$ cat src/sv/swpd_pkg.sv
// ----------------------------------------------------------------------------
// Sync word packet deframer package
// Shared types and constants for the deframer: configuration bundle,
// register indexes, frame stages and the result record.
// ----------------------------------------------------------------------------
package swpd_pkg;

	localparam int unsigned NUM_TYPES  = 4;
	localparam int unsigned LEN_REGS   = 4;
	localparam int unsigned LEN_IDX_W  = $clog2(LEN_REGS);
	localparam int unsigned TYPE_LIMIT = (NUM_TYPES < LEN_REGS) ? NUM_TYPES : LEN_REGS;
	localparam logic [7:0]  HEADER_LEN = 8'd3;

	typedef enum logic [2:0] {
		REG_SYNC_FIRST     = 3'd0,
		REG_SYNC_SECOND    = 3'd1,
		REG_MATCH_ANY_TYPE = 3'd2,
		REG_WANTED_TYPE    = 3'd3,
		REG_LEN_TYPE_ZERO  = 3'd4,
		REG_LEN_TYPE_ONE   = 3'd5,
		REG_LEN_TYPE_TWO   = 3'd6,
		REG_LEN_TYPE_THREE = 3'd7
	} cfg_idx_t;

	typedef enum logic [1:0] {
		ST_HUNT    = 2'd0,
		ST_SYNC1   = 2'd1,
		ST_SYNC2   = 2'd2,
		ST_PAYLOAD = 2'd3
	} stage_t;

	typedef struct packed {
		logic [7:0]                   sync_first;
		logic [7:0]                   sync_second;
		logic                         match_any_type;
		logic [7:0]                   wanted_type;
		logic [LEN_REGS-1:0][7:0]     type_len;
	} cfg_t;

	typedef struct packed {
		logic [7:0] out_byte;
		logic       is_type;
		logic       last;
	} result_t;

endpackage

$ cat src/sv/swpd_cfg_regs.sv
// ----------------------------------------------------------------------------
// Deframer configuration registers
// Holds the sync bytes, type filter and per-type packet lengths, written
// through a simple indexed write port.
// ----------------------------------------------------------------------------
module swpd_cfg_regs (
	input  logic          clk,
	input  logic          arst_n,
	input  logic          cfg_we,
	input  logic [2:0]    cfg_index,
	input  logic [7:0]    cfg_data,
	output swpd_pkg::cfg_t cfg
);
	import swpd_pkg::*;

	cfg_t cfg_q;

	always_ff @(posedge clk or negedge arst_n) begin
		if (!arst_n) begin
			cfg_q.sync_first     <= 8'd0;
			cfg_q.sync_second    <= 8'd0;
			cfg_q.match_any_type <= 1'b1;
			cfg_q.wanted_type    <= 8'd0;
			for (int i = 0; i < LEN_REGS; i++) begin
				cfg_q.type_len[i] <= HEADER_LEN;
			end
		end else if (cfg_we) begin
			unique case (cfg_idx_t'(cfg_index))
				REG_SYNC_FIRST:     cfg_q.sync_first     <= cfg_data;
				REG_SYNC_SECOND:    cfg_q.sync_second    <= cfg_data;
				REG_MATCH_ANY_TYPE: cfg_q.match_any_type <= cfg_data[0];
				REG_WANTED_TYPE:    cfg_q.wanted_type    <= cfg_data;
				REG_LEN_TYPE_ZERO:  cfg_q.type_len[0]    <= cfg_data;
				REG_LEN_TYPE_ONE:   cfg_q.type_len[1]    <= cfg_data;
				REG_LEN_TYPE_TWO:   cfg_q.type_len[2]    <= cfg_data;
				REG_LEN_TYPE_THREE: cfg_q.type_len[3]    <= cfg_data;
				default: ;
			endcase
		end
	end

	assign cfg = cfg_q;

endmodule

$ cat src/sv/swpd_frame.sv
// ----------------------------------------------------------------------------
// Deframer frame engine
// Registers each received byte, then advances the frame state machine and
// decides whether the byte produces a result.
// ----------------------------------------------------------------------------
module swpd_frame (
	input  logic              clk,
	input  logic              arst_n,
	input  logic              in_valid,
	output logic              in_ready,
	input  logic [7:0]        rx_byte,
	input  swpd_pkg::cfg_t    cfg,
	input  logic              res_free,
	output logic              res_load,
	output swpd_pkg::result_t res
);
	import swpd_pkg::*;

	logic       valid_s1;
	logic [7:0] byte_s1;
	stage_t     stage_q, stage_d;
	logic [7:0] bytes_left_q, bytes_left_d;
	logic       adv;
	logic       type_ok;
	logic [7:0] type_len;
	logic [7:0] payload;
	logic       hit;

	// The held byte is consumed whenever the result register can take a result.
	assign adv      = valid_s1 && res_free;
	assign in_ready = !valid_s1 || res_free;

	always_ff @(posedge clk or negedge arst_n) begin
		if (!arst_n) begin
			valid_s1 <= 1'b0;
		end else if (in_ready) begin
			valid_s1 <= in_valid;
		end
	end

	always_ff @(posedge clk) begin
		if (in_ready && in_valid) begin
			byte_s1 <= rx_byte;
		end
	end

	assign type_ok  = (byte_s1 < 8'(TYPE_LIMIT)) &&
		(cfg.match_any_type || (byte_s1 == cfg.wanted_type));
	assign type_len = cfg.type_len[byte_s1[LEN_IDX_W-1:0]];
	assign payload  = (type_len < HEADER_LEN) ? 8'd0 : type_len - HEADER_LEN;

	always_comb begin
		stage_d      = stage_q;
		bytes_left_d = bytes_left_q;
		unique case (stage_q)
			ST_HUNT: begin
				if (byte_s1 == cfg.sync_first) stage_d = ST_SYNC1;
			end
			ST_SYNC1: begin
				stage_d = (byte_s1 == cfg.sync_second) ? ST_SYNC2 : ST_HUNT;
			end
			ST_SYNC2: begin
				if (!type_ok || payload == 8'd0) begin
					stage_d = ST_HUNT;
					if (type_ok) bytes_left_d = 8'd0;
				end else begin
					stage_d      = ST_PAYLOAD;
					bytes_left_d = payload;
				end
			end
			ST_PAYLOAD: begin
				if (bytes_left_q <= 8'd1) begin
					stage_d      = ST_HUNT;
					bytes_left_d = 8'd0;
				end else begin
					bytes_left_d = bytes_left_q - 8'd1;
				end
			end
			default: stage_d = ST_HUNT;
		endcase
	end

	always_comb begin
		hit          = 1'b0;
		res.out_byte = byte_s1;
		res.is_type  = 1'b0;
		res.last     = 1'b0;
		unique case (stage_q) inside
			ST_HUNT, ST_SYNC1: hit = 1'b0;
			ST_SYNC2: begin
				hit         = type_ok;
				res.is_type = 1'b1;
				res.last    = (payload == 8'd0);
			end
			ST_PAYLOAD: begin
				hit      = 1'b1;
				res.last = (bytes_left_q <= 8'd1);
			end
			default: hit = 1'b0;
		endcase
	end

	assign res_load = adv && hit;

	always_ff @(posedge clk or negedge arst_n) begin
		if (!arst_n) begin
			stage_q      <= ST_HUNT;
			bytes_left_q <= 8'd0;
		end else if (adv) begin
			stage_q      <= stage_d;
			bytes_left_q <= bytes_left_d;
		end
	end

endmodule

$ cat src/sv/swpd_out_reg.sv
// ----------------------------------------------------------------------------
// Deframer result register
// Holds one result until the downstream side takes it, and can be reloaded
// in the same cycle that the held result leaves.
// ----------------------------------------------------------------------------
module swpd_out_reg (
	input  logic              clk,
	input  logic              arst_n,
	input  logic              res_load,
	input  swpd_pkg::result_t res,
	output logic              res_free,
	output logic              out_valid,
	input  logic              out_ready,
	output logic [7:0]        out_byte,
	output logic              is_type,
	output logic              last
);
	import swpd_pkg::*;

	logic    out_valid_q;
	result_t res_q;

	assign res_free = !out_valid_q || out_ready;

	always_ff @(posedge clk or negedge arst_n) begin
		if (!arst_n) begin
			out_valid_q <= 1'b0;
		end else if (res_load) begin
			out_valid_q <= 1'b1;
		end else if (out_ready) begin
			out_valid_q <= 1'b0;
		end
	end

	always_ff @(posedge clk) begin
		if (res_load) begin
			res_q <= res;
		end
	end

	assign out_valid = out_valid_q;
	assign out_byte  = res_q.out_byte;
	assign is_type   = res_q.is_type;
	assign last      = res_q.last;

endmodule

$ cat src/sv/sync_word_packet_deframer_core.sv
// ----------------------------------------------------------------------------
// Sync word packet deframer
// Hunts for a two-byte sync word, filters on the packet type and passes the
// type byte and the payload bytes on with a last-byte mark.
// ----------------------------------------------------------------------------
// One received byte is taken per clock cycle for as long as the output side
// keeps up. A byte is held in an input register while the frame state and
// byte counter are updated, and any result it gives is then loaded into the
// output register once that register is free, so each result passes through
// the input register and then the output register before it reaches the
// output ports. The frame state register is updated once per consumed byte;
// a held result stalls the input only when the output side holds off ready.
// Configuration should be written only while no bytes are in flight.
module sync_word_packet_deframer_core (
	input  logic       clk,
	input  logic       arst_n,
	input  logic       in_valid,
	output logic       in_ready,
	input  logic [7:0] rx_byte,
	output logic       out_valid,
	input  logic       out_ready,
	output logic [7:0] out_byte,
	output logic       is_type,
	output logic       last,
	input  logic       cfg_we,
	input  logic [2:0] cfg_index,
	input  logic [7:0] cfg_data
);
	import swpd_pkg::*;

	cfg_t    cfg;
	result_t res;
	logic    res_load;
	logic    res_free;

	swpd_cfg_regs u_cfg (
		.clk       (clk),
		.arst_n    (arst_n),
		.cfg_we    (cfg_we),
		.cfg_index (cfg_index),
		.cfg_data  (cfg_data),
		.cfg       (cfg)
	);

	swpd_frame u_frame (
		.clk      (clk),
		.arst_n   (arst_n),
		.in_valid (in_valid),
		.in_ready (in_ready),
		.rx_byte  (rx_byte),
		.cfg      (cfg),
		.res_free (res_free),
		.res_load (res_load),
		.res      (res)
	);

	swpd_out_reg u_out (
		.clk       (clk),
		.arst_n    (arst_n),
		.res_load  (res_load),
		.res       (res),
		.res_free  (res_free),
		.out_valid (out_valid),
		.out_ready (out_ready),
		.out_byte  (out_byte),
		.is_type   (is_type),
		.last      (last)
	);

endmodule

$ cat config.mk
export PLATFORM = sky130hd
export DESIGN_NAME = sync_word_packet_deframer_core
export DESIGN_NICKNAME = d
export VERILOG_FILES = /design/src/sv/swpd_pkg.sv /design/src/sv/swpd_cfg_regs.sv /design/src/sv/swpd_frame.sv /design/src/sv/swpd_out_reg.sv /design/src/sv/sync_word_packet_deframer_core.sv
export SDC_FILE = /design/constraint.sdc
export NUM_CORES = 1
export LEC_CHECK = 0
export BUFFER_PORTS_ARGS = -buffer_cell sky130_fd_sc_hd__buf_4
export CAP_MARGIN = 5
export CORE_ASPECT_RATIO = 1.25
export CORE_MARGIN = 2
export CORE_UTILIZATION = 34
export DETAILED_ROUTE_END_ITERATION = 16
export PLACE_DENSITY = 0.57
export SLEW_MARGIN = 20
export SYNTH_ARGS = -nofsm -noshare
export SYNTH_HDL_FRONTEND = slang
export SYNTH_SLANG_ARGS = --single-unit
$ cat constraint.sdc
create_clock -name clk -period 2.5 [get_ports clk]
set_input_delay 0.375 -clock clk [delete_from_list [all_inputs] [get_ports clk]]
set_output_delay 0.375 -clock clk [all_outputs]
set_load 0.02 [all_outputs]
# --- Word level (Yosys, flattened, before mapping) ---
# Cells that the tools add are included.
# W data, S select, Z words.
word_totals:
  reg_bits: 87
  output_inout_bits: 12
op_classes:
  n_addsub: 2
  order_cmp: 4
  n_eq_ne: 16
  n_mux: 17
  reduce_logical: 26
op_table:
  columns: ["op", "count"]
  rows:
  - ["$mux W8", 5]
  - ["$eq A8 B8 Y1", 3]
  - ["$bmux W8 S2", 1]
  - ["$pmux W8 S2", 1]
  - ["$reduce_and A2 Y1", 8]
  - ["$eq A3 B3 Y1 const B", 4]
  - ["$le A8 B1 Y1 const B", 1]
  - ["$logic_not A8 Y1", 1]
  - ["$lt A8 B2 Y1 const B", 1]
  - ["$lt A8 B3 Y1 const B", 1]
  - ["$mux W2", 4]
  - ["$pmux W2 S4", 1]
  - ["$sub A8 B1 Y8 const B", 1]
  - ["$sub A8 B2 Y8 const B", 1]
  - ["$eq A3 B2 Y1 const B", 2]
  - ["$reduce_and A3 Y1", 2]
  - ["$eq A2 B2 Y1 const B", 2]
  - ["$logic_and A1 B1 Y1", 4]
  - ["$logic_or A1 B1 Y1", 4]
  - ["$ne A2 B1 Y1 const B", 2]
  - ["$pmux W1 S2", 2]
  - ["$reduce_bool A2 Y1", 2]
  - ["$eq A3 B1 Y1 const B", 1]
  - ["$logic_not A1 Y1", 3]
  - ["other kinds (6)", 8]

# --- Longest topological paths before layout ---
# Gate-level depths: netlist of run 1.
logic_depth:
  word_depth: 8
  depth_mapped: 8
  depth_no_buf: 7

# --- By module ---
# From an unflattened synthesis of run 1, not the netlist that was laid out.
unflattened:
  cells_unflattened: 322
  hier_area_um2: 4269.1
modules_own_cells:
  columns: ["module", "instances", "cells_each", "area_each_um2", "seq_area_each_um2"]
  rows:
  - ["swpd_cfg_regs", 1, 128, 2204.6, 1437.6]
  - ["swpd_frame", 1, 181, 1716.6, 515.5]
  - ["swpd_out_reg", 1, 13, 347.8, 325.3]

# --- Least setup slack after synthesis of run 1 ---
# Ideal clock, no wire load.
synth_path:
  kind: "reg2reg"
  start: "reg u_frame.byte_s1[0]"
  end: "reg u_out.res_q, in the netlist u_out.last, data pin"
  setup_ns: 0.269
  arrival_ns: 1.947
  slack_ns: 0.284
  stages_incl_launch_ff: 9
  n_path_buf: 1
  synth_period_minus_slack_ns: 2.216
  path_cell_list: "edfxtp_1 buf_6 mux4_1 ha_1 xnor2_1 nor3b_1 a21oi_1 nor2_1 o2bb2ai_1"
synth_rtl:
  columns: ["element", "line_no", "text"]
  rows:
  - ["start: declaration", "swpd_frame.sv:20", "logic [7:0] byte_s1;"]
  - ["start signal: assignment", "swpd_frame.sv:43", "byte_s1 <= rx_byte;"]
  - ["end signal: assignment", "swpd_out_reg.sv:37", "res_q <= res;"]
  - ["end: declaration", "swpd_out_reg.sv:21", "result_t res_q;"]

# --- Worst setup path in the final report of run 1 ---
layout_path:
  start: "reg u_frame.byte_s1[0]"
  end: "reg u_frame.bytes_left_q[7]"
layout_between:
  elab_chain_len: 8
layout_rtl:
  columns: ["element", "line_no", "text"]
  rows:
  - ["$bmux W8 S2", "swpd_frame.sv:49", "assign type_len = cfg.type_len[byte_s1[LEN_IDX_W-1:0]];"]
  - ["$mux W8 (implied by the code)", "swpd_frame.sv:49", null]
  - ["$sub A8 B2 Y8 or $lt A8 B2 Y1 (tied branches)", "swpd_frame.sv:50", "assign payload = (type_len < HEADER_LEN) ? 8'd0 : type_len - HEADER_LEN;"]
  - ["$mux W8", "swpd_frame.sv:50", null]
  - ["$logic_not A8 Y1", "swpd_frame.sv:63", "if (!type_ok || payload == 8'd0) begin"]
  - ["$logic_or A1 B1 Y1", "swpd_frame.sv:63", null]
  - ["$ne A3 B2 Y1 (no source line) or $mux W8 (tied branches)", null, null]
  - ["$reduce_and A3 Y1 (no source line) or $pmux W8 S2 (tied branches)", null, null]
  - ["end signal: assignment", "swpd_frame.sv:111", "bytes_left_q <= bytes_left_d;"]
  - ["end: declaration", "swpd_frame.sv:22", "logic [7:0] bytes_left_q, bytes_left_d;"]
# Several ways; a longest one is shown, not always the timed one. The select of a mux whose other input is x is not followed.
# A chain may end at the register's enable or synchronous reset.

==> results of run 1 <==
[power by group through the flow]
stage	combinational [uW]	clock, uW	sequential, uW
finish	977	1240	1930
global route	1090	1340	1970
CTS	974	1280	1930
detailed placement	968	0	1960
global placement	950	0	1950
floorplan	718	0	1900
[area by class of cell]
class	count	area [um2]
clock buffers	9	225
repair buffers	51	383
clock inverters	7	47.5
well taps	164	205
flip-flops and latches	87	2280
multi-input cells	218	1890
fillers	1217	7110
inverters	5	18.8
[cell usage after synthesis (2+ instances only)]
master	n	area share, %
nor3b_1	2	0.35
nand2_1	14	1.2
nand4b_1	3	0.62
nor2b_1	3	0.44
and2_2	2	0.35
nand4_1	5	0.74
o21ai_1	3	0.35
nor2_1	23	2.0
nor3b_2	2	0.59
a21oi_1	7	0.83
o21ai_0	11	1.3
nand3b_1	2	0.35
and2_1	2	0.30
nor3_1	6	0.71
nor4_1	4	0.59
dfrtp_1	60	35
o2bb2ai_1	2	0.41
clkbuf_1	4	0.35
nand2b_1	4	0.59
dfstp_2	9	5.6
a21oi_2	2	0.41
xnor2_1	16	3.3
buf_6	3	0.80
xor2_1	11	2.3
nand3_1	4	0.47
mux4_1	6	3.7
mux4_2	3	1.6
edfxtp_1	18	13
ha_1	3	0.89
inv_1	5	0.44
mux2_2	58	15
[per-layer routing]
metal | GRT usage [%] | vias to the layer above | share of wire [%]
met2 | 24.9 | 38 | 49
met3 | 1.82 | 13 | 1.8
met1 | 20.0 | 1370 | 47
li1 | - | 1287 | -
met4 | 7.31 | 0 | 2.2
met5 | 0 | - | 0
[worst reg2reg max path, stage by stage, from the launching register on]
cell	delay [ns]
edfxtp_1	0.44
buf_4	0.22
xor2_1	0.18
nor4_1	0.38
buf_4	0.21
a41oi_2	0.21
nor4_1	0.43
o21ai_0	0.18
nand3_1	0.10
[sequential cells by signal (all words and copies together) (netlist names)]
signal                cells
u_cfg.cfg                57
u_frame.valid_s1          1
u_frame.stage_q           2
u_out.is_type             1
u_frame.byte_s1           8
u_frame.bytes_left_q      8
u_out.last                1
u_out.out_byte            8
u_out.out_valid           1
[metrics by stage]
stage          instance area [um2]  std cells  total power (uW)  setup WS, ns  util, %
6_report                      5050        541              4160        0.0933     41.5
5_1_grt                       5050        541              4400       0.00200     41.5
4_1_cts                       5040        541              4190         0.101     41.5
3_5_place_dp                  4770        525              2930         0.125     39.2
3_3_place_gp                  4770        525              2900         0.150     39.2
2_1_floorplan                 4240        318              2620         0.284        -
[how the worst max path moves through the flow]
stage / start / to / slack (ns) / depth (start not counted)
2_1_floorplan: u_frame.byte_s1[0] / u_out.last / 0.28 / 8
3_3_place_gp: u_frame.byte_s1[0] / u_frame.bytes_left_q[7] / 0.15 / 8
3_5_place_dp: u_frame.byte_s1[0] / u_frame.bytes_left_q[7] / 0.12 / 8
4_1_cts: u_frame.byte_s1[0] / u_frame.bytes_left_q[7] / 0.10 / 8
5_1_grt: u_frame.byte_s1[0] / u_frame.bytes_left_q[0] / 0.002 / 8
6_report: u_frame.byte_s1[0] / u_frame.bytes_left_q[7] / 0.09 / 8
[kinds of logic (layout without fill, tap and decap cells)]
kind of cell / after synthesis / after routing / share of synthesized area (%)
compound gates: 38 / 38 / 6.11
fa+ha+maj: 3 / 3 / 0.886
flops: 87 / 87 / 53.8
buf+inv: 13 / 72 / 1.77
xor+xnor: 27 / 27 / 5.58
simple gates: 82 / 82 / 10.9
mux: 68 / 68 / 21.0
==> results.md, run 1 <==
- Post-synth cell types: 52
- Post-detail-place hpwl: roughly 6800 um
- Worst Hold Class: input port to async pin
- Logic gate share of total power: roughly a quarter
- Final Hold Violating Endpoints: 0
- Row count: 45
- Initial Utilization: 34.8%
- Fin crit share: between 90% and 100%
- Routed WL: approximately 9500 um
- Residual DRC: 0
- RR Endpoint: u_frame.bytes_left_q[7]
- DR pass1 iterations: 4
- Post_cts resized: 0
- Vias in the first global route: 2,855
- Sequential cell area fraction in the yosys report: between 50% and 60%
- Post-synth EDFFs: 18
- Clock-pin transition on the worst setup and hold timing paths: about 0.060 ns
- First-pass GRT wire length: 15,500 um
- Routability Congestion: slightly above 0.8
- IO Port Bufs: 35
- Die W: approximately 100 um
- Clk_skew: 0.00825 ns
- CP max FO: 9
- Initial antenna violation count: 0
- All-layer global routing usage: between 10% and 20%
- Post-CTS Hold Fix Bufs: 0
- Slowest stage delay, CP: around 0.44 ns
- H-tree depth: 3
- Die ar.: approximately 13,000 um2
- CTS tree: built
- Post-route ant nets: 0
- Final worst path period need: around 2.4 ns
- Fin. max-slew vios: 0
- Total CTS buffers: 9
- Startpoint types: flop
- Layout cell share with drive strength beyond 1: between 30% and 40%
- Reg power frac: between 40% and 50%
- Critical Path RT: between 2 and 3 ns
- Clock sinks: 87
- Flop and latch count out of synthesis: 87
- Clock network fraction of total power: between 20% and 30%
- Setup Fix Bufs, Post-CTS: 0
- Setup TNS: 0 ns
- CP Buf/Inv Count: 2
- Final setup viols: 0
- Total grt overflow: 0
- Routed len/inst: 17.5 um
- Int Power: 2920 uW
- Peak supply drop: 339 uV
- Commonest non-fill, non-tap cells in the layout: 60 x dfrtp_1, 58 x mux2_2, 51 x buf_4
- Max clock buf depth: 2
- Synth Area per Inst: between 10 and 15 um2
- Max cap viols: 0
- Syn Nets: around 350
- Die H: roughly 130 um
- Psw: 1240 uW
- Commonest non-fill, non-tap cell in the layout: dfrtp_1
- RSZ-0062 raised after global routing: no
- Via count: around 2,700
- Hold slack: 0.143 ns
- Critical path's top delay family: simple AND/OR/NAND/NOR gates
- Post-Syn Area: 4240 um2
- Leak: between 0.002 and 0.0025 uW
- Data arrival, critical path: between 2 and 3 ns
- P&R area growth vs syn: 19.2%
- Reg2reg setup slack: a little over 0.09 ns
- Layout Nets: 399
- Worst setup EP type: flop
- Clk_lat worst skew: roughly 0.34 ns
- CTS root buffer: clkbuf_16
- Gate Count Post-Synth: around 320
- F_max: just over 0.4 GHz
- Vias/cell: roughly 5
- Crit Path Category: flop to flop
- Cells along the critical path: buf_4 -> xor2_1 -> nor4_1 -> buf_4 -> a41oi_2 -> nor4_1 -> o21ai_0 -> nand3_1
- Worst r2r src: u_frame.byte_s1[0]
- CP max stage cell: edfxtp_1
- Ant. Diodes: 0
- Status: finished, final reports clean
- Async set-reset flop share out of synthesis: between 70% and 80%
- Largest net degree at the start of global routing: 70
- Initial DRC count: 110
- P per Cell Area: approximately 820 nW/um2
- Placeable core region: between 10,000 and 15,000 um2
- Synth warnings: 0
- Synth Flop Type: dfrtp_1
- Switching Share: 29.7%
- Max_slew headroom: between 40% and 50%
- Boundary Pins: 36
- Worst Reg-to-Reg Cells: 8
- Actual slew at the worst max-slew pin: around 0.9 ns
No activity file was read; power rests on OpenSTA's default activity.
==> inputs of run 2 (changes only) <==
Settings changed: CELL_PAD_IN_SITES_DETAIL_PLACEMENT set to 2, CELL_PAD_IN_SITES_GLOBAL_PLACEMENT set to 2, PLACE_DENSITY 0.57 to 0.79.
==> results.md, run 2 (same netlist as run 1, synthesis figures left out) <==
- IO Port Bufs: 35 (unchanged)
- Routability Congestion: 0.794 (was 0.821)
- All-layer global routing usage: 19.6% (was 15.1%)
- Setup WS pre-CTS: 0.0327 ns (was 0.125 ns)
- Largest net degree at the start of global routing: 70 (unchanged)
- Layout Nets: 400 (was 399)
- Final worst path period need: 2.44 ns (was 2.41 ns)
- Clock-pin transition on the worst setup and hold timing paths: 0.06 ns (about the same)
- Fin crit share: 97.6% (was 96.3%)
- Initial DRC count: 90 (was 110)
- Die W: 104 um (unchanged)
- Post-route ant nets: 0 (unchanged)
- Max clock buf depth: 2 (unchanged)
- Leak: 0.00207 uW (was 0.00206 uW)
- Data arrival, critical path: 2.54 ns (was 2.68 ns)
- RSZ-0062 raised after global routing: yes (was no)
- Fillers: 1,239 (was 1,217)
- Routed len/inst: 23.2 um (was 17.5 um)
- Die H: 129 um (unchanged)
- Post-route cell area: 5080 um2 (was 5050 um2)
- Max reg flops: 57 (unchanged)
- F_max: 0.410 GHz (was 0.416 GHz)
- Initial Utilization: 34.8% (unchanged)
- CP max stage cell: mux4_2 (was edfxtp_1)
- Boundary Pins: 36 (unchanged)
- Post-detail-place hpwl: 8990 um (was 6790 um)
- Final setup viols: 0 (unchanged)
- Worst setup EP type: flop (unchanged)
- Fin. max-slew vios: 0 (unchanged)
- Residual DRC: 0 (unchanged)
- CP Buf/Inv Count: 1 (was 2)
- RR Endpoint: u_out.last (was u_frame.bytes_left_q[7])
- Layout cell share with drive strength beyond 1: 39.7% (was 39.8%)
- Critical path's top delay family: multiplexers (was simple AND/OR/NAND/NOR gates)
- Peak supply drop: 373 uV (was 339 uV)
- Commonest non-fill, non-tap cell in the layout: dfrtp_1 (unchanged)
- Ant. Diodes: 0 (unchanged)
- Clk_skew: 0.00606 ns (was 0.00825 ns)
- Worst r2r src: u_frame.byte_s1[0] (unchanged)
- DR pass1 iterations: 4 (unchanged)
- Routed WL: 12,600 um (was 9480 um)
- Critical Path RT: 2.60 ns (was 2.77 ns)
- Vias/cell: 5.32 (was 5.01)
- Vias in the first global route: 3,322 (was 2,855)
- First-pass GRT wire length: 19,500 um (was 15,500 um)
- Max_slew headroom: 39.9% (was 40.1%)
- Pwr Total: 4390 uW (was 4160 uW)
- Row count: 45 (unchanged)
- Via count: 2,881 (was 2,708)
- Die ar.: 13,400 um2 (unchanged)
- H-tree depth: 3 (unchanged)
- Reg2reg setup slack: 0.06 ns (was 0.09 ns)
- Commonest non-fill, non-tap cells in the layout: 60 x dfrtp_1, 58 x mux2_2, 52 x buf_4 (was 60 x dfrtp_1, 58 x mux2_2, 51 x buf_4)
- CP max FO: 4 (was 9)
- Area of placed instances: 4770 um2 (unchanged)
- Actual slew at the worst max-slew pin: 0.902 ns (was 0.899 ns)
- Crit Path Category: flop to flop (unchanged)
- Initial antenna violation count: 0 (unchanged)
- Slowest stage delay, CP: 0.55 ns (was 0.44 ns)
- P&R area growth vs syn: 20.0% (was 19.2%)
- Placeable core region: 12,200 um2 (unchanged)
- Fin worst setup slack: 0.0592 ns (was 0.0933 ns)
- P per Cell Area: 864 nW/um2 (was 823 nW/um2)
- Cells along the critical path: buf_4 -> mux4_2 -> ha_1 -> xnor2_1 -> nor3b_2 -> a21oi_1 -> nor2_1 -> o2bb2ai_1 (was buf_4 -> xor2_1 -> nor4_1 -> buf_4 -> a41oi_2 -> nor4_1 -> o21ai_0 -> nand3_1)
- Startpoint types: flop (unchanged)
- Total CTS buffers: 9 (unchanged)
- CTS tree: built (unchanged)
- Clock sinks: 87 (unchanged)
- Final Hold Violating Endpoints: 0 (unchanged)
- Worst Reg-to-Reg Cells: 8 (unchanged)
- Total grt overflow: 0 (unchanged)
- Status: finished, final reports clean (unchanged)
- Max cap viols: 0 (unchanged)
- Clk_lat worst skew: 0.34 ns (about the same)
- Worst Hold Class: input port to async pin (unchanged)
- CTS root buffer: clkbuf_16 (unchanged)
run 2: how the worst max path moves through the flow:
stage / slack, ns / from / depth (start not counted) / end
2_1_floorplan: 0.28 / u_frame.byte_s1[0] / 8 / u_out.last
3_3_place_gp: 0.23 / u_frame.byte_s1[0] / 7 / u_out.last
3_5_place_dp: 0.03 / u_frame.byte_s1[0] / 7 / u_frame.bytes_left_q[7]
4_1_cts: 0.02 / u_frame.byte_s1[0] / 7 / u_frame.bytes_left_q[7]
5_1_grt: -0.07 / u_frame.byte_s1[0] / 8 / u_out.last
6_report: 0.06 / u_frame.byte_s1[0] / 8 / u_out.last
run 2: final cells by class:
type	instances	area, um2	area share (%)
Inverter	5	18.8	0.369
Clock inverter	6	60.1	1.18
Sequential cell	87	2280	44.8
Timing Repair Buffer	52	390	7.68
Multi-Input combinational cell	218	1900	37.4
Clock buffer	10	229	4.50
Tap cell	164	205	4.04
run 2: per-stage QoR:
| step | util (%) | TNS (ns) | std cells | hold WS, ns |
|---|---|---|---|---|
| 2_1_floorplan | - | 0 | 318 | 0.0794 |
| 3_3_place_gp | 39.2 | 0 | 525 | 0.482 |
| 3_5_place_dp | 39.2 | 0 | 525 | 0.498 |
| 4_1_cts | 41.7 | 0 | 541 | 0.191 |
| 5_1_grt | 41.8 | -0.126 | 542 | 0.187 |
| 6_report | 41.8 | 0 | 542 | 0.118 |
run 2: timing repair:
| item | 4_1_cts | 5_1_grt |
|---|---|---|
| gates resized for setup | 2 | 2 |
| buffers inserted | 0 | 1 |
| hold buffers | 0 | 0 |
| endpoints found under the setup margin | 15 | 7 |
run 2: per-layer routing:
metal | up-vias | global-route usage [%] | part of all wire, %
met1 | 1507 | 22.5 | 41
met2 | 63 | 35.6 | 53
met3 | 22 | 4.05 | 2.4
met4 | 0 | 8.03 | 3.2
li1 | 1289 | - | -
met5 | - | 0 | 0
run 2: where the power goes:
group | internal, uW | switching, uW
sequential | 1740 | 235
clock | 772 | 569
combinational | 513 | 564
==> inputs of run 3 (changes only) <==
Settings changed: ABC_AREA set to 1, PLACE_DENSITY 0.79 to 0.86.
==> results.md, run 3 <==
- Status: finished, final reports clean (unchanged)
- Gate Count Post-Synth: 500 (was 318)
- Final Hold Violating Endpoints: 0 (unchanged)
- Die H: 130 um (was 129 um)
- Crit Path Category: flop to flop (unchanged)
- Via count: 3,734 (was 2,881)
- Max_slew headroom: 38.6% (was 39.9%)
- Die ar.: 13,600 um2 (was 13,400 um2)
- Met2 Use GR: 45.0% (was 35.6%)
- Total grt overflow: 0 (unchanged)
- Data arrival, critical path: 2.59 ns (was 2.54 ns)
- P&R area growth vs syn: 19.0% (was 20.0%)
- Commonest cells post-synth: 130 x nand2_1, 60 x dfrtp_1, 55 x o21ai_0 (was 60 x dfrtp_1, 58 x mux2_2, 23 x nor2_1)
- CTS tree: built (unchanged)
- Sequential cell area fraction in the yosys report: 52.9% (was 53.8%)
- Actual slew at the worst max-slew pin: 0.920 ns (was 0.902 ns)
- Synth Area per Inst: 8.62 um2 (was 13.3 um2)
- Post-route ant nets: 0 (unchanged)
- Layout cell share with drive strength beyond 1: 20.3% (was 39.7%)
- Max cap viols: 0 (unchanged)
- Peak supply drop: 422 uV (was 373 uV)
- Layout Nets: 573 (was 400)
- Startpoint types: flop (unchanged)
- Synth area leader: dfrtp_1 (unchanged)
- Vias/cell: 5.19 (was 5.32)
- Clock-pin transition on the worst setup and hold timing paths: 0.07 ns (was 0.06 ns)
- Fin worst setup slack: 0.143 ns (was 0.0592 ns)
- Commonest non-fill, non-tap cells in the layout: 128 x nand2_1, 60 x dfrtp_1, 55 x o21ai_0 (was 60 x dfrtp_1, 58 x mux2_2, 52 x buf_4)
- Clk_skew: 0.0119 ns (was 0.00606 ns)
- Worst setup EP type: flop (unchanged)
- Row count: 46 (was 45)
- Commonest non-fill, non-tap cell in the layout: nand2_1 (was dfrtp_1)
- CP Buf/Inv Count: 2 (was 1)
- Routability Congestion: 0.800 (was 0.794)
- Util after Layout: 40.9% (was 41.8%)
- CP max stage cell: edfxtp_1 (was mux4_2)
- GR Util met3: 4.20% (was 4.05%)
- Max clock buf depth: 2 (unchanged)
- Synth Flop Type: dfrtp_1 (unchanged)
- Synth warnings: 0 (unchanged)
- Leak: 0.00241 uW (was 0.00207 uW)
- Vias in the first global route: 4,268 (was 3,322)
- Post-route cell area: 5130 um2 (was 5080 um2)
- Ant. Diodes: 0 (unchanged)
- Area of placed instances: 4750 um2 (was 4770 um2)
- Clock sinks: 87 (unchanged)
- H-tree depth: 3 (unchanged)
- Cells along the critical path: buf_4 -> nand2_1 -> nand2_1 -> nand2_1 -> nand2_2 -> ha_2 -> inv_2 -> nand2_2 -> nor2_4 -> nand2_4 -> nand3_1 -> nand3_1 -> nor2_2 -> nand2_4 -> nand3_1 -> a21oi_2 (was buf_4 -> mux4_2 -> ha_1 -> xnor2_1 -> nor3b_2 -> a21oi_1 -> nor2_1 -> o2bb2ai_1)
- Total CTS buffers: 9 (unchanged)
- Initial Utilization: 34.4% (was 34.8%)
- RR Endpoint: u_frame.bytes_left_q[1] (was u_out.last)
- Final setup viols: 0 (unchanged)
- CP max FO: 7 (was 4)
- First-pass GRT wire length: 24,700 um (was 19,500 um)
- IO Port Bufs: 35 (unchanged)
- Clk_lat worst skew: 0.35 ns (was 0.34 ns)
- Max reg flops: 57 (unchanged)
- Placeable core region: 12,500 um2 (was 12,200 um2)
- Routed WL: 15,400 um (was 12,600 um)
- Worst r2r src: u_frame.byte_s1[0] (unchanged)
- Setup TNS: 0 ns (unchanged)
- Fin. max-slew vios: 0 (unchanged)
- DR pass1 iterations: 4 (unchanged)
- Placed cells: 699 (was 525)
- Post-synth cell types: 38 (was 52)
- Post-synth top area share: 34.8% (was 35.4%)
- Most crowded layer after global routing: met2 (unchanged)
- Post-synth EDFFs: 18 (unchanged)
- Worst Reg-to-Reg Cells: 16 (was 8)
- Reg2reg setup slack: 0.14 ns (was 0.06 ns)
- Initial antenna violation count: 0 (unchanged)
- Boundary Pins: 36 (unchanged)
- Critical Path RT: 2.73 ns (was 2.60 ns)
- Routed len/inst: 21.4 um (was 23.2 um)
- Initial DRC count: 195 (was 90)
- Residual DRC: 0 (unchanged)
- Count leader, synth: nand2_1 (was dfrtp_1)
- P per Cell Area: 964 nW/um2 (was 864 nW/um2)
- Post-detail-place hpwl: 10,400 um (was 8990 um)
- Final worst path period need: 2.36 ns (was 2.44 ns)
- Worst Hold Class: input port to async pin (unchanged)
- F_max: 0.424 GHz (was 0.410 GHz)
- Flop and latch count out of synthesis: 87 (unchanged)
- Fin crit share: 94.3% (was 97.6%)
- Async set-reset flop share out of synthesis: 79.3% (unchanged)
- Syn Nets: 527 (was 345)
- Synth area leaders: dfrtp_1 35%, edfxtp_1 13%, nand2_1 11% (was dfrtp_1 35%, mux2_2 15%, edfxtp_1 13%)
- CTS root buffer: clkbuf_16 (unchanged)
- Fillers: 1,429 (was 1,239)
- Grt met1 use: 27.3% (was 22.5%)
- Setup WS pre-CTS: 0.131 ns (was 0.0327 ns)
- Post-Syn Area: 4310 um2 (was 4240 um2)
- Critical path's top delay family: simple AND/OR/NAND/NOR gates (was multiplexers)
- Die W: 105 um (was 104 um)
- All-layer global routing usage: 24.2% (was 19.6%)
- Final Non-Filler Cells: 719 (was 542)
- Largest net degree at the start of global routing: 70 (unchanged)
- Slowest stage delay, CP: 0.50 ns (was 0.55 ns)
[run 3: cell types whose count changed in the layout (fill, tap and decap cells not counted), moves of 5 or more]
| cell | change |
|---|---|
| nand2_1 | +114 |
| mux2_2 | -58 |
| o21ai_0 | +44 |
| inv_1 | +38 |
| nand3_1 | +33 |
| a21oi_1 | +14 |
| nand2_2 | +14 |
| nor2_1 | +14 |
| mux4_1 | -6 |
| buf_4 | -5 |
[run 3: per-layer routing]
layer	vias up	wire [um]	part of all wire (%)
li1	1722	-	-
met1	1911	6140	40
met2	71	8390	54
met3	30	438	2.8
met4	0	452	2.9
met5	-	0	0
[run 3: stage by stage]
stage | power, uW | hold slack [ns]
2_1_floorplan | 2880 | 0.0794
4_1_cts | 4950 | 0.179
3_3_place_gp | 3230 | 0.469
6_report | 4950 | 0.155
3_5_place_dp | 3390 | 0.487
5_1_grt | 5220 | 0.188
[run 3: cell type report]
cell class	count	area, um2	area share, %
sequential	87	2280	44.4
tap	168	210	4.10
clock inverter	5	60.1	1.17
clock buffer	11	264	5.15
multi-input combinational	351	1770	34.4
inverter	49	189	3.68
timing repair buffer	48	364	7.10
[run 3: logic make-up after synthesis]
group | count (synthesis) | share of synthesized area [%]
XOR/XNOR | 20 | 4.06
AO/OA/AOI/OAI | 88 | 11.0
adder cells (fa/ha/maj) | 3 | 0.871
buffers and inverters | 62 | 6.56
flip-flops | 87 | 52.9
AND/OR/NAND/NOR | 240 | 24.7
[run 3: what timing repair did]
| action | in CTS | in global routing |
|---|---|---|
| setup buffers | 0 | 4 |
| endpoints found under the hold margin | 0 | 0 |
| hold buffers | 0 | 0 |
| setup endpoints to repair | 0 | 15 |
| gates resized for setup | 0 | 8 |
[run 3: worst max-delay path by stage]
stage	to	startpoint	depth (start not counted)
floorplan	u_frame.bytes_left_q[1]	u_frame.byte_s1[0]	17
global placement	u_frame.bytes_left_q[4]	u_frame.byte_s1[0]	14
detailed placement	u_frame.bytes_left_q[1]	u_frame.byte_s1[0]	14
CTS	u_frame.bytes_left_q[1]	u_frame.byte_s1[0]	14
global route	u_frame.bytes_left_q[0]	u_frame.byte_s1[0]	14
finish	u_frame.bytes_left_q[1]	u_frame.byte_s1[0]	16
[run 3: report_power, final]
part           switching, uW  internal (uW)  total (uW)
logic                    914            484        1400
registers                283           1780        2070
clock network            613            869        1480
